**src/hw/rtl/dbd_pkg.sv**
```systemverilog
// Shared types, constants and register codes for the detection box decoder.
package dbd_pkg;

   localparam int DEF_MAX_CLASSES = 128;
   localparam int DEF_MAX_ANCHORS = 16384;

   localparam int CSR_ADDR_W = 5;
   localparam int CSR_DATA_W = 32;

   localparam int VALUE_W = 32;
   localparam int COORD_W = 30;
   localparam int SCORE_W = 31;
   localparam int LABEL_W = 7;
   localparam int ANCHOR_W = 14;
   localparam int POS_W = 8;
   localparam int RSP_DATA_W = 176;

   localparam int EDGE_W = 36;
   localparam int PROD_W = 61;
   localparam int FRAC_SHIFT = 17;
   localparam int ROUND_HALF = 65536;

   localparam logic [VALUE_W-1:0] SCORE_FLOOR = 32'h8000_0000;

   typedef enum logic [2:0] {
      REG_SCORE_THRESHOLD,
      REG_CLASS_COUNT,
      REG_PAD_X,
      REG_PAD_Y,
      REG_SCALE_RATIO,
      REG_IMAGE_WIDTH,
      REG_IMAGE_HEIGHT
   } reg_index_type;

   typedef struct packed {
      logic [16:0] score_threshold;
      logic [7:0]  class_count;
      logic [28:0] pad_x;
      logic [28:0] pad_y;
      logic [23:0] scale_ratio;
      logic [13:0] image_width;
      logic [13:0] image_height;
   } csr_regs_type;

   localparam csr_regs_type CSR_RESET = '{
      score_threshold: 17'd16384,
      class_count:     8'd80,
      pad_x:           29'd0,
      pad_y:           29'd0,
      scale_ratio:     24'd65536,
      image_width:     14'd640,
      image_height:    14'd640
   };

   typedef struct packed {
      logic [VALUE_W-1:0]  center_x;
      logic [VALUE_W-1:0]  center_y;
      logic [VALUE_W-1:0]  size_w;
      logic [VALUE_W-1:0]  size_h;
      logic [VALUE_W-1:0]  score;
      logic [LABEL_W-1:0]  label;
      logic [ANCHOR_W-1:0] anchor;
   } row_result_type;

endpackage

```
**src/hw/rtl/dbd_row_scan.sv**
```systemverilog
// Row tracker: captures the box values and keeps the running maximum score.
module dbd_row_scan import dbd_pkg::*; #(
   parameter int MAX_CLASSES = DEF_MAX_CLASSES,
   parameter int MAX_ANCHORS = DEF_MAX_ANCHORS
) (
   input  logic               clock,
   input  logic               reset,
   input  logic               beat_valid,
   input  logic [VALUE_W-1:0] value,
   input  logic               frame_start,
   input  logic [7:0]         class_count,
   output logic               row_done,
   output row_result_type     result
);

   localparam int AnchorWidth = (MAX_ANCHORS > 1) ? $clog2(MAX_ANCHORS) : 1;
   localparam logic [AnchorWidth-1:0] AnchorLast = AnchorWidth'(MAX_ANCHORS - 1);
   localparam logic [POS_W-1:0] ClassLimit = POS_W'(MAX_CLASSES);

   logic [POS_W-1:0]       pos_ff, pos_in, pos_eff;
   logic [VALUE_W-1:0]     max_ff, max_in, max_eff, max_new;
   logic [LABEL_W-1:0]     label_ff, label_in, label_eff, label_new;
   logic [AnchorWidth-1:0] anchor_ff, anchor_in, anchor_eff, anchor_next;
   logic [VALUE_W-1:0]     box_ff [4];
   logic [POS_W-1:0]       class_total;
   logic [LABEL_W-1:0]     cls;
   logic                   in_box;
   logic                   take;
   logic                   last;

   always_comb begin
      pos_eff    = frame_start ? '0 : pos_ff;
      max_eff    = frame_start ? SCORE_FLOOR : max_ff;
      label_eff  = frame_start ? '0 : label_ff;
      anchor_eff = frame_start ? '0 : anchor_ff;

      if (class_count == '0) begin
         class_total = POS_W'(1);
      end else if (class_count > ClassLimit) begin
         class_total = ClassLimit;
      end else begin
         class_total = class_count;
      end

      in_box      = (pos_eff[POS_W-1:2] == '0);
      cls         = LABEL_W'(pos_eff - POS_W'(4));
      take        = (cls == '0) || ($signed(value) > $signed(max_eff));
      max_new     = take ? value : max_eff;
      label_new   = take ? cls : label_eff;
      last        = !in_box && ((POS_W'(cls) + POS_W'(1)) >= class_total);
      anchor_next = (anchor_eff == AnchorLast) ? '0 : anchor_eff + AnchorWidth'(1);
   end

   always_comb begin
      pos_in    = pos_ff;
      max_in    = max_ff;
      label_in  = label_ff;
      anchor_in = anchor_ff;
      if (beat_valid) begin
         if (in_box) begin
            pos_in    = pos_eff + POS_W'(1);
            max_in    = max_eff;
            label_in  = label_eff;
            anchor_in = anchor_eff;
         end else if (last) begin
            pos_in    = '0;
            max_in    = SCORE_FLOOR;
            label_in  = '0;
            anchor_in = anchor_next;
         end else begin
            pos_in    = pos_eff + POS_W'(1);
            max_in    = max_new;
            label_in  = label_new;
            anchor_in = anchor_eff;
         end
      end
   end

   assign row_done        = beat_valid && last;
   assign result.center_x = box_ff[0];
   assign result.center_y = box_ff[1];
   assign result.size_w   = box_ff[2];
   assign result.size_h   = box_ff[3];
   assign result.score    = max_new;
   assign result.label    = label_new;
   assign result.anchor   = ANCHOR_W'(anchor_eff);

   always_ff @(posedge clock) begin
      if (reset) begin
         pos_ff    <= '0;
         max_ff    <= SCORE_FLOOR;
         label_ff  <= '0;
         anchor_ff <= '0;
      end else begin
         pos_ff    <= pos_in;
         max_ff    <= max_in;
         label_ff  <= label_in;
         anchor_ff <= anchor_in;
      end
   end

   always_ff @(posedge clock) begin
      if (beat_valid && in_box) begin
         box_ff[pos_eff[1:0]] <= value;
      end
   end

endmodule

```
**config.mk**
```make
export PLATFORM = sky130hd
export DESIGN_NAME = dbd_row_scan
export DESIGN_NICKNAME = d
export VERILOG_FILES = /design/src/hw/rtl/dbd_pkg.sv /design/src/hw/rtl/dbd_row_scan.sv
export SDC_FILE = /design/constraint.sdc
export NUM_CORES = 1
export LEC_CHECK = 0
export BUFFER_PORTS_ARGS = -buffer_cell sky130_fd_sc_hd__clkbuf_2
export CORE_UTILIZATION = 40
export DETAILED_ROUTE_END_ITERATION = 6
export PLACE_DENSITY = 0.6
export REMOVE_ABC_BUFFERS = 1
export SLEW_MARGIN = 30
export SYNTH_ARGS = -nofsm -noshare
export SYNTH_HDL_FRONTEND = slang
export SYNTH_SLANG_ARGS = --single-unit
```
**constraint.sdc**
```tcl
create_clock -name clock -period 6 [get_ports clock]
set_clock_uncertainty 0.2 [all_clocks]
set_input_delay 1.2 -clock clock [delete_from_list [all_inputs] [get_ports clock]]
set_output_delay 1.2 -clock clock [all_outputs]
set_load 0.03 [all_outputs]
```
==> reports/metrics.cfg <==
[run]
drv_cap=0

[finish]
multi_input_area_sq_um=3398
n_antenna_cell=0
fin_nets=1110
syn2layout_area_growth_pct=24.54
fillers=1928
layout-drive-gt1-share_pct=28.32
fin_util_pct=51.00
seq_area_sq_um=5065

[critical_path]
r2r_start=pos_ff[2]
worstRegToRegCells=13
critPathLaunchType=input pin
crit_path_top_delay_cell=or4_1
worstSetupPathType=in -> out
crit_chain=clkbuf_2 > inv_2 > buf_12 > nand2_1 > ha_1 > nand4_1 > or4_1 > a21o_1 > a21oi_1 > o31ai_4 > nand3_4 > buf_12 > nand2_1 > o21ai_1 > clkbuf_2
cp_max_fo=56
cp-endpoint=result[34]
crit_arrival_ns=4.30
cp-end-kind=output pin
cp.required_ns=4.60
critical_path.max_stage_delay_ns=0.55
worst_r2r_endpoint=label_ff[6]
reg2reg_slack_ns=1.86
startpoint=frame_start

[floorplan]
coreArea_sq_um=21150
fp.dieH_um=149.2
dieWidth_um=149.2
rows=53
io_pins=226
initial_utilization_pct=40.95
dieArea_sq_um=22250

[timing]
rsz0062_at_grt=no
fin_crit_ns=5.705
setup_violations=0
maxSlewViolCount=0
relSlewSlack_pct=40.85
min_period_over_period_pct=95.08
worst_pin_slew_ns=0.8873
hold_violations=0
max_clock_freq_mhz=175.3
fin_setup_tns_ns=0

[synthesis]
ys_seq_area_share_pct=58.46
synthDistinctLibCells=58
ys_warn_count=0
synth_cells=800
synth.avg_cell_area_sq_um=10.83
muxShareOfSynthArea_pct=0.6066
ys_seq_elements=189
synth_top_flop_cell=edfxtp_1
synth_top_area_share_pct=44.37
yosysTopAreaCell=edfxtp_1
synth_top_family_by_area=simple AND/OR/NAND/NOR gates
async_flop_share_pct=0
synth-simple-area-share_pct=20.10
synth_compound_area_share_pct=10.60
synth_xor_area_share_pct=0.7077
synth_edf_count=128
syn-cell-area_sq_um=8663
synthAdderAreaFrac_pct=6.932
synth_area_leaders=edfxtp_1 (44%), dfxtp_1 (14%), ha_1 (6.9%)

[global_route]
use_met1_pct=25.62
use_met2_pct=33.49
antenna_found_initial=0
busiest_layer=met2
grt_max_degree=57
grt_overflow=0
grt_usage_pct=19.83
met3_usage_pct=3.670
grt_pass1_wl_um=34150
first_global_vias=6337

[place]
gp_congestion=0.8355
dpl.hpwl_um=15220
port_buffers=225

[clock_network]
cts-root-buf=clkbuf_16
postCtsHoldBufs=0
postCtsSetupBuffers=0
cts_buffers=17
clock_latency_ns=0.43
clk_pin_slew_ns=0.07
cts.repair.resized=0
cts_tree=built
cts.sinks=189
h-tree-depth=4
max-clock-path-buffers=2

[route]
wl_per_cell_um=16.70
viasPerCell=5.233
first_pass_iters=5
routed_wl_um=21820
drtAntennaViolNets=0
num_vias=6834
drc_errors=0
drt_iter0_drc=474

[power]
p_per_area_nw_per_um2=277.9
p_leak_nw=4.387
power_mw=2.998
ir_drop_mv=0.1919

[status]
status=finished clean

[worst_hold_path]
min-delay-path-class=reg -> reg

routing by layer:
metal / vias to the layer above / part of all wire, % / wire length (um)
met5: - / 0 / 0
met4: 0 / 1.6 / 343
met3: 23 / 6.3 / 1366
met2: 228 / 48 / 10380
met1: 3196 / 45 / 9722
li1: 3387 / - / -
metrics by stage:
stage,std cells,worst slack (ns),instance area (sq um),hold slack [ns]
6_report,1306,0.2954,10790,0.2672
3_5_place_dp,1274,0.2820,10140,0.2498
2_1_floorplan,758,-0.7724,8484,0.2327
4_1_cts,1306,0.2701,10790,0.2729
5_1_grt,1306,0.07736,10790,0.2912
3_3_place_gp,1274,0.3042,10140,0.2459
cell usage in the layout (no fill, tap or decap), types with 3 or more instances in the layout:
cell	count
a22o_1	5
nor4b_1	4
and3_2	3
clkbuf_16	17
inv_12	3
a22oi_1	6
mux2i_1	3
dfxtp_1	61
xnor2_1	5
clkbuf_2	225
nor3_1	11
nor2b_1	20
a21oi_1	45
ha_1	48
nor2_1	37
o21ai_0	21
nand3_1	68
o2bb2ai_1	7
nor4_1	3
o21ai_1	33
and3_1	9
clkinv_8	4
edfxtp_1	128
nand3b_1	3
or3_1	27
nor3b_1	5
inv_6	3
inv_1	11
and2_1	4
a211oi_1	3
nand4_1	8
inv_8	4
nand2_1	131
a211o_1	3
buf_12	4
buf_4	12
a21o_1	6
Yosys cell counts (5+ instances only):
cell type and instances:
a21oi_1 45, nor3_1 12, inv_1 11, nand3_1 68, o21ai_0 21, nor2b_1 21
nand4_1 8, clkbuf_1 23, and3_1 13, o21ai_1 33, o2bb2ai_1 7, ha_1 48
dfxtp_1 61, nor3b_1 5, a21o_1 6, a22oi_1 6, nor2_1 37, or3_1 27
buf_2 17, xnor2_1 5, edfxtp_1 128, a22o_1 5, nand2_1 131
cell families (layout without fill, tap and decap cells):
family | Yosys count | count (layout)
simple gates | 351 | 351
flops | 189 | 189
buf+inv | 54 | 285
xor+xnor | 7 | 7
fa+ha+maj | 48 | 48
mux | 5 | 5
compound gates | 146 | 146
worst max-delay path, delay by kind of cell:
family / cells / cell delay (ns)
AND/OR/NAND/NOR: 5 / 1.13
AO/OA/AOI/OAI: 4 / 0.64
buffers and inverters: 5 / 0.98
adder cells (fa/ha/maj): 1 / 0.33
power by group:
| part | internal, mW | switching [mW] |
|---|---|---|
| clock | 0.618 | 0.576 |
| sequential | 1.41 | 0.00577 |
| combinational | 0.105 | 0.280 |
| total | 2.14 | 0.862 |
how the worst min path moves through the flow:
stage,start,end,slack (ns),cells after the start
CTS,label_ff[5],label_ff[5],0.27,1
floorplan,label_ff[2],label_ff[2],0.23,1
finish,max_ff[0],max_ff[0],0.27,1
global placement,label_ff[2],label_ff[2],0.25,1
detailed placement,label_ff[0],label_ff[0],0.25,1
global route,label_ff[2],label_ff[2],0.29,1
cell type report:
type / count / area share (%)
Clock buffer: 17 / 3.943
Clock inverter: 15 / 1.995
Inverter: 12 / 0.4175
Multi-Input combinational cell: 557 / 31.50
Sequential cell: 189 / 46.94
Tap cell: 275 / 3.189
Timing Repair Buffer: 241 / 12.01
state kept, by name, summed over array words and instances, names as in the netlist:
signal / cells
anchor_ff: 14
box_ff: 128
max_ff: 32
label_ff: 7
pos_ff: 8
No activity file was read; power rests on OpenSTA's default activity.
