<file path="src/hw/rtl/dbd_pkg.sv">
// Shared types, constants and register codes for the detection box decoder.
package dbd_pkg;

   localparam int DEF_MAX_CLASSES = 128;
   localparam int DEF_MAX_ANCHORS = 16384;

   localparam int CSR_ADDR_W = 5;
   localparam int CSR_DATA_W = 32;

   localparam int VALUE_W = 32;
   localparam int COORD_W = 30;
   localparam int SCORE_W = 31;
   localparam int LABEL_W = 7;
   localparam int ANCHOR_W = 14;
   localparam int POS_W = 8;
   localparam int RSP_DATA_W = 176;

   localparam int EDGE_W = 36;
   localparam int PROD_W = 61;
   localparam int FRAC_SHIFT = 17;
   localparam int ROUND_HALF = 65536;

   localparam logic [VALUE_W-1:0] SCORE_FLOOR = 32'h8000_0000;

   typedef enum logic [2:0] {
      REG_SCORE_THRESHOLD,
      REG_CLASS_COUNT,
      REG_PAD_X,
      REG_PAD_Y,
      REG_SCALE_RATIO,
      REG_IMAGE_WIDTH,
      REG_IMAGE_HEIGHT
   } reg_index_type;

   typedef struct packed {
      logic [16:0] score_threshold;
      logic [7:0]  class_count;
      logic [28:0] pad_x;
      logic [28:0] pad_y;
      logic [23:0] scale_ratio;
      logic [13:0] image_width;
      logic [13:0] image_height;
   } csr_regs_type;

   localparam csr_regs_type CSR_RESET = '{
      score_threshold: 17'd16384,
      class_count:     8'd80,
      pad_x:           29'd0,
      pad_y:           29'd0,
      scale_ratio:     24'd65536,
      image_width:     14'd640,
      image_height:    14'd640
   };

   typedef struct packed {
      logic [VALUE_W-1:0]  center_x;
      logic [VALUE_W-1:0]  center_y;
      logic [VALUE_W-1:0]  size_w;
      logic [VALUE_W-1:0]  size_h;
      logic [VALUE_W-1:0]  score;
      logic [LABEL_W-1:0]  label;
      logic [ANCHOR_W-1:0] anchor;
   } row_result_type;

endpackage

</file>
<file path="src/hw/rtl/dbd_csr.sv">
// Configuration register file with an APB-style access port.
module dbd_csr import dbd_pkg::*; (
   input  logic                  clock,
   input  logic                  reset,
   input  logic                  csr_psel,
   input  logic                  csr_penable,
   input  logic                  csr_pwrite,
   input  logic [CSR_ADDR_W-1:0] csr_paddr,
   input  logic [CSR_DATA_W-1:0] csr_pwdata,
   output logic [CSR_DATA_W-1:0] csr_prdata,
   output logic                  csr_pready,
   output csr_regs_type          regs
);

   csr_regs_type  regs_ff;
   csr_regs_type  regs_in;
   reg_index_type index;
   logic          write_en;

   assign index      = reg_index_type'(csr_paddr[4:2]);
   assign write_en   = csr_psel && csr_penable && csr_pwrite && csr_pready;
   assign csr_pready = 1'b1;
   assign regs       = regs_ff;

   always_comb begin
      regs_in = regs_ff;
      if (write_en) begin
         case (index)
            REG_SCORE_THRESHOLD: regs_in.score_threshold = csr_pwdata[16:0];
            REG_CLASS_COUNT:     regs_in.class_count     = csr_pwdata[7:0];
            REG_PAD_X:           regs_in.pad_x           = csr_pwdata[28:0];
            REG_PAD_Y:           regs_in.pad_y           = csr_pwdata[28:0];
            REG_SCALE_RATIO:     regs_in.scale_ratio     = csr_pwdata[23:0];
            REG_IMAGE_WIDTH:     regs_in.image_width     = csr_pwdata[13:0];
            REG_IMAGE_HEIGHT:    regs_in.image_height    = csr_pwdata[13:0];
            default: begin
            end
         endcase
      end
   end

   always_comb begin
      case (index)
         REG_SCORE_THRESHOLD: csr_prdata = CSR_DATA_W'(regs_ff.score_threshold);
         REG_CLASS_COUNT:     csr_prdata = CSR_DATA_W'(regs_ff.class_count);
         REG_PAD_X:           csr_prdata = CSR_DATA_W'(regs_ff.pad_x);
         REG_PAD_Y:           csr_prdata = CSR_DATA_W'(regs_ff.pad_y);
         REG_SCALE_RATIO:     csr_prdata = CSR_DATA_W'(regs_ff.scale_ratio);
         REG_IMAGE_WIDTH:     csr_prdata = CSR_DATA_W'(regs_ff.image_width);
         REG_IMAGE_HEIGHT:    csr_prdata = CSR_DATA_W'(regs_ff.image_height);
         default:             csr_prdata = '0;
      endcase
   end

   always_ff @(posedge clock) begin
      if (reset) begin
         regs_ff <= CSR_RESET;
      end else begin
         regs_ff <= regs_in;
      end
   end

endmodule

</file>
<file path="config.mk">
export PLATFORM = sky130hd
export DESIGN_NAME = dbd_csr
export DESIGN_NICKNAME = d
export VERILOG_FILES = /design/src/hw/rtl/dbd_pkg.sv /design/src/hw/rtl/dbd_csr.sv
export SDC_FILE = /design/constraint.sdc
export NUM_CORES = 1
export LEC_CHECK = 0
export ABC_AREA = 1
export BUFFER_PORTS_ARGS = -buffer_cell sky130_fd_sc_hd__buf_2
export CORE_MARGIN = 5
export CORE_UTILIZATION = 30
export DETAILED_ROUTE_END_ITERATION = 10
export HOLD_SLACK_MARGIN = 0.02
export SETUP_SLACK_MARGIN = 0.2
export SLEW_MARGIN = 40
export SYNTH_ARGS = -nofsm -noshare
export SYNTH_HDL_FRONTEND = slang
export SYNTH_SLANG_ARGS = --single-unit
</file>
<file path="constraint.sdc">
create_clock -name clock -period 1.4 [get_ports clock]
set_input_delay 0.28 -clock clock [delete_from_list [all_inputs] [get_ports clock]]
set_output_delay 0.28 -clock clock [all_outputs]
set_load 0.02 [all_outputs]
</file>
==> flow_metrics.env, run 1 <==
export IMPL_synth_top_cell_area_share=0.414
export IMPL_final_util=0.527
export IMPL_worst_ep_arrival_time_ns=1.30
export IMPL_synthDominantAreaCellType="dfxtp_1"
export IMPL_die_area_sq_um=24800
export IMPL_chip_height_um=158
export IMPL_timing_critical_path_required_ns=1.12
export IMPL_grt_pass1_wl_mm=40.1
export IMPL_path_class="input pin to output port"
export IMPL_clockRootBuffer="clkbuf_16"
export IMPL_final_layout_size_suffix_gt1_frac=0.449
export IMPL_cp_max_fo=15
export IMPL_period_share=1.13
export IMPL_avgRoutedWirePerCell_um=16.1
export IMPL_grt_max_degree=41
export IMPL_violations="setup timing"
export IMPL_clk_insertion_delay_late_ns=0.41
export IMPL_synth_edf_count=0
export IMPL_ys_async_sr_fraction=0
export IMPL_largest_reg_flops=135
export IMPL_floorplan_rows=54
export IMPL_cts_made_buffers=17
export IMPL_number_of_clock_sinks=135
export IMPL_hold_ws_ns=0.109
export IMPL_cts_max_level=4
export IMPL_post_synth_main_area_contributors="dfxtp_1, nand2_1, nor2_1"
export IMPL_cts_tree="done"
export IMPL_synth_common_cells="nand2_1, nor2_1, dfxtp_1"
export IMPL_dpl_hpwl_mm=17.2
export IMPL_final_hold_viol_count=0
export IMPL_synth_yosys_warnings=0
export IMPL_timing_critical_path_slowest_cell_delay_ns=0.17
export IMPL_grt_overflow_total=0
export IMPL_drt_drc_violations_left=0
export IMPL_post_synth_inst_count=1055
export IMPL_globalRouteTotalUtil=0.205
export IMPL_floorplan_initialDensity=0.302
export IMPL_postRouteAntennaNets=0
export IMPL_total_leakage_power_nw=5.33
export IMPL_clk_transition_reported_paths_ns=0.06
export IMPL_worst_path_most_repeated_cell="buf_12"
export IMPL_synth_lib_cells_used_distinct=16
export IMPL_syn_area_sq_um=6530
export IMPL_maximum_vdd_ir_drop_v=0.000724
export IMPL_io_pins=210
export IMPL_design_power_total_mw=9.64
export IMPL_coreArea_sq_um=21600
export IMPL_grt_pass1_vias=7364
export IMPL_post_drt_via_cell_ratio=4.75
export IMPL_synth_ff_type="dfxtp_1"
export IMPL_critPathCaptureType="output port"
export IMPL_maxCapViolations=0
export IMPL_yosys_cell_count_top_type="nand2_1"
export IMPL_power_density_nw_per_um2=846
export IMPL_drtIter0Drc=454
export IMPL_finalCriticalPeriod_ns=1.58
export IMPL_diodes=0
export IMPL_final_critical_path_setup_slack_ns=-0.175
export IMPL_cp_top_family="buffers and inverters"
export IMPL_setup_violations_final=29
export IMPL_number_of_flip_flops_and_latches_in_the_synthesized_netlist=135
export IMPL_dpl_worst_slack_ns=-0.270
export IMPL_worst_path_max_delay_cell="buf_12"
export IMPL_antenna_found_initial=0
export IMPL_final_max_slew_viols=0
export IMPL_drt_first_pass_iters=6
export IMPL_finalNetCount=1373
export IMPL_worst_setup_path_start_kind="input pin"
export IMPL_total_routed_length_mm=26.1
export IMPL_routed_via_count=7714
export IMPL_die_width_um=158
export IMPL_min_delay_path_class="input pin to register"
export IMPL_area_growth_syn_to_layout_pct=74.4
export IMPL_run_status="complete, but fails checks"
export IMPL_final_setup_tns_ns=-3.26
export IMPL_grt_setup_unrepaired="true"
export IMPL_port_buffers=200
export IMPL_path_buf_inv=4
export IMPL_yosysSeqAreaShare=0.414
export IMPL_synth_avg_cell_area_sq_um=6.19
export IMPL_gp_congestion=0.835
export IMPL_max_clock_freq_ghz=0.635
export IMPL_timing_critical_path_cells="buf_12 > buf_12 > nor2_4 > buf_12 > nand3_1 > nand2_1 > nor2_2 > nand2_2 > buf_6"
export IMPL_number_of_buffers_between_clock_root_and_the_deepest_sink=2
export IMPL_worst_clock_skew_ns=0
## worst register-to-register path, stage by stage (launching register included)
cell and delay [ns]:
dfxtp_2 0.33, buf_6 0.12, buf_4 0.13, nor2_1 0.09, nor2_1 0.05
## layer usage
metal  global-route usage  part of all wire
met4               0.0606             0.025
met1                0.255              0.40
met3               0.0440             0.070
met2                0.357              0.51
met5                    0                 0
## kinds of logic after synthesis
group / share of synthesized area
buffers and inverters: 0.0833
other: 0.00115
AND/OR/NAND/NOR: 0.497
AO/OA/AOI/OAI: 0.00460
flip-flops: 0.414
## area by class of cell
type,count,area (sq um)
clock buffers,26,529
clock inverters,6,62.6
fillers,2058,10200
inverters,54,233
multi-input cells,796,3670
flip-flops and latches,135,2930
well taps,280,350
repair buffers,327,3610
## path summary, 6_finish.rpt
| kind | start | slack [ns] | cells after the start | to |
|---|---|---|---|---|
| hold / removal | csr_pwdata[4] | 0.11 | 3 | regs[114]$_SDFFE_PP1P_ |
| setup reg to reg | regs[128]$_SDFFE_PP0P_ | 0.59 | 4 | regs[128]$_SDFFE_PP0P_ |
| setup / recovery | csr_paddr[2] | -0.18 | 9 | csr_prdata[5] |
| hold reg to reg | regs[76]$_SDFFE_PP0P_ | 0.49 | 2 | regs[76]$_SDFFE_PP0P_ |
## stage by stage
stage          cell area, sq um  instances
2_1_floorplan              6780       1057
5_1_grt                   11400       1624
3_3_place_gp               8470       1528
4_1_cts                   10800       1602
3_5_place_dp               8470       1528
6_report                  11400       1624
## what timing repair did
item,CTS,global route
setup endpoints to repair,167,169
cloned,4,2
hold buffers,0,0
pin swaps,41,36
hold endpoints to repair,0,0
resized for setup,498,130
setup buffers,38,20
## layout by cell type, fill, tap and decap left out, types with 11 or more instances in the layout
cell type / instances
buf_12: 27
buf_2: 33
buf_4: 54
buf_6: 204
clkbuf_16: 19
dfxtp_2: 111
dfxtp_4: 24
inv_1: 45
nand2_1: 279
nand2_2: 44
nand3_1: 94
nand3_2: 22
nand4_1: 39
nor2_1: 272
nor2_2: 14
nor2_4: 11
## where the power goes
| group | switching [mW] | total [mW] | internal [mW] |
|---|---|---|---|
| clock network | 1.71 | 4.48 | 2.77 |
| logic | 0.706 | 1.25 | 0.540 |
| registers | 0.0531 | 3.91 | 3.86 |
| total | 2.47 | 9.64 | 7.17 |
Power figures use the tool's default switching activity.
==> inputs of run 2 (changes only) <==
==> constraint.sdc (replaced) <==
create_clock -name clock -period 1.4 [get_ports clock]
set_input_delay 0.07 -clock clock [delete_from_list [all_inputs] [get_ports clock]]
set_output_delay 0.07 -clock clock [all_outputs]
set_load 0.02 [all_outputs]
==> run 2 against run 1 <==
Against the previous run: the flow now finishes without violations; wire length fell by 3.9%; sequential power barely moved; non-clock buffer count grew 9; highest routed layer unchanged.
==> flow_metrics.env, run 2 (synthesis gave the netlist of run 1 again) <==
export IMPL_run_status="finished clean"
export IMPL_timing_critical_path_cells="nand4_1 > nand2_1 > nor2_2 > nand2_1 > buf_6"
export IMPL_globalRouteTotalUtil=0.198
export IMPL_total_leakage_power_nw=5.02
export IMPL_cts_made_buffers=17
export IMPL_number_of_buffers_between_clock_root_and_the_deepest_sink=2
export IMPL_final_layout_size_suffix_gt1_frac=0.358
export IMPL_postRouteAntennaNets=0
export IMPL_power_density_nw_per_um2=972
export IMPL_antenna_found_initial=0
export IMPL_die_width_um=158
export IMPL_largest_reg_flops=135
export IMPL_layout_commonest_cell="nand2_1"
export IMPL_maximum_vdd_ir_drop_v=0.000678
export IMPL_worst_path_most_repeated_cell="nand2_1"
export IMPL_port_buffers=200
export IMPL_grt_overflow_total=0
export IMPL_cp_max_fo=2
export IMPL_worst_hold_startpoint="csr_pwdata[10]"
export IMPL_worst_clock_skew_ns=0
export IMPL_worst_setup_path_start_kind="register"
export IMPL_drtIter0Drc=487
export IMPL_maxCapViolations=0
export IMPL_area_growth_syn_to_layout_pct=52.1
export IMPL_detailed_place_area_sq_um=8090
export IMPL_layout_cells_most_common_list="nand2_1, nor2_1, buf_2"
export IMPL_reg2reg_from="regs[4]$_SDFFE_PP0P_"
export IMPL_grt_pass1_wl_mm=38.4
export IMPL_cts_tree="done"
export IMPL_setup_violations_final=0
export IMPL_grt_pass1_vias=6857
export IMPL_worstSetupStartpoint="regs[87]$_SDFFE_PP0P_"
export IMPL_io_pins=210
export IMPL_clockRootBuffer="clkbuf_16"
export IMPL_period_share=0.951
export IMPL_final_design_area_no_fill_sq_um=9940
export IMPL_avgRoutedWirePerCell_um=15.4
export IMPL_grt_max_degree=53
export IMPL_dpl_hpwl_mm=16.4
export IMPL_final_max_slew_viols=0
export IMPL_number_of_clock_sinks=135
export IMPL_clk_transition_reported_paths_ns=0.06
export IMPL_path_class="register to output port"
export IMPL_timing_critical_path_slowest_cell_delay_ns=0.32
export IMPL_drt_drc_violations_left=0
export IMPL_post_drt_via_cell_ratio=4.65
export IMPL_gp_congestion=0.837
export IMPL_die_area_sq_um=24800
export IMPL_critPathCaptureType="output port"
export IMPL_final_setup_tns_ns=0
export IMPL_diodes=0
export IMPL_finalNetCount=1382
export IMPL_chip_height_um=158
export IMPL_floorplan_rows=54
export IMPL_total_routed_length_mm=25.1
export IMPL_routed_via_count=7596
export IMPL_cts_max_level=4
export IMPL_max_clock_freq_ghz=0.751
export IMPL_floorplan_initialDensity=0.302
export IMPL_grt_setup_unrepaired="true"
export IMPL_final_hold_viol_count=0
export IMPL_finalCriticalPeriod_ns=1.33
export IMPL_coreArea_sq_um=21600
export IMPL_worst_ep_arrival_time_ns=1.26
export IMPL_worst_path_max_delay_cell="dfxtp_2"
export IMPL_timing_critical_path_required_ns=1.33
export IMPL_clk_insertion_delay_late_ns=0.41
export IMPL_min_delay_path_class="input pin to register"
export IMPL_drt_first_pass_iters=5
==> run 2: per-stage QoR <==
stage	hold slack, ns	setup slack [ns]	total power [mW]	std cells	util
2_1_floorplan	0.196	0.346	4.55	1057	-
3_3_place_gp	0.298	0.0808	4.91	1510	0.374
3_5_place_dp	0.306	0.0570	4.91	1510	0.374
4_1_cts	0.0630	0.0449	9.71	1627	0.452
5_1_grt	0.106	0.00628	10.0	1633	0.460
6_report	0.0840	0.0679	9.66	1633	0.460
==> run 2: final timing paths <==
check	to	slack, ns	cells after the start
worst min register to register	regs[114]$_SDFFE_PP1P_	0.47	2
worst max register to register	regs[4]$_SDFFE_PP0P_	0.67	3
worst max-delay path	csr_prdata[6]	0.07	5
worst min-delay path	regs[10]$_SDFFE_PP0P_	0.08	5
==> run 2: layout make-up <==
| class | count | area, sq um |
|---|---|---|
| Inverter | 54 | 215 |
| Tap cell | 280 | 350 |
| Sequential cell | 135 | 2810 |
| Fill cell | 2254 | 11700 |
| Clock buffer | 17 | 425 |
| Timing Repair Buffer | 336 | 2520 |
| Multi-Input combinational cell | 796 | 3440 |
| Clock inverter | 15 | 178 |
==> run 2: per-layer routing <==
| metal | track usage | routed length [um] | vias up |
|---|---|---|---|
| met5 | 0 | 0 | - |
| met2 | 0.322 | 11800 | 265 |
| met1 | 0.262 | 10900 | 3468 |
| met4 | 0.0586 | 409 | 0 |
| li1 | - | - | 3834 |
| met3 | 0.0473 | 1950 | 29 |
==> run 2: worst max-delay path: cells and delay by family (launching register included) <==
kind	cells	cell delay, ns
buffers and inverters	1	0.14
AND/OR/NAND/NOR	4	0.39
flip-flops	1	0.32
==> run 2: timing repair <==
item	CTS	global route
pin swaps	54	24
hold endpoints to repair	51	0
hold buffers	20	0
cloned	4	0
setup buffers	61	6
gates resized for setup	141	43
endpoints found under the setup margin	25	26
==> run 2: where the power goes <==
part	total, mW	switching [mW]	internal, mW
combinational	1.09	0.669	0.422
clock	4.64	1.83	2.81
sequential	3.93	0.0359	3.90
total	9.66	2.54	7.12
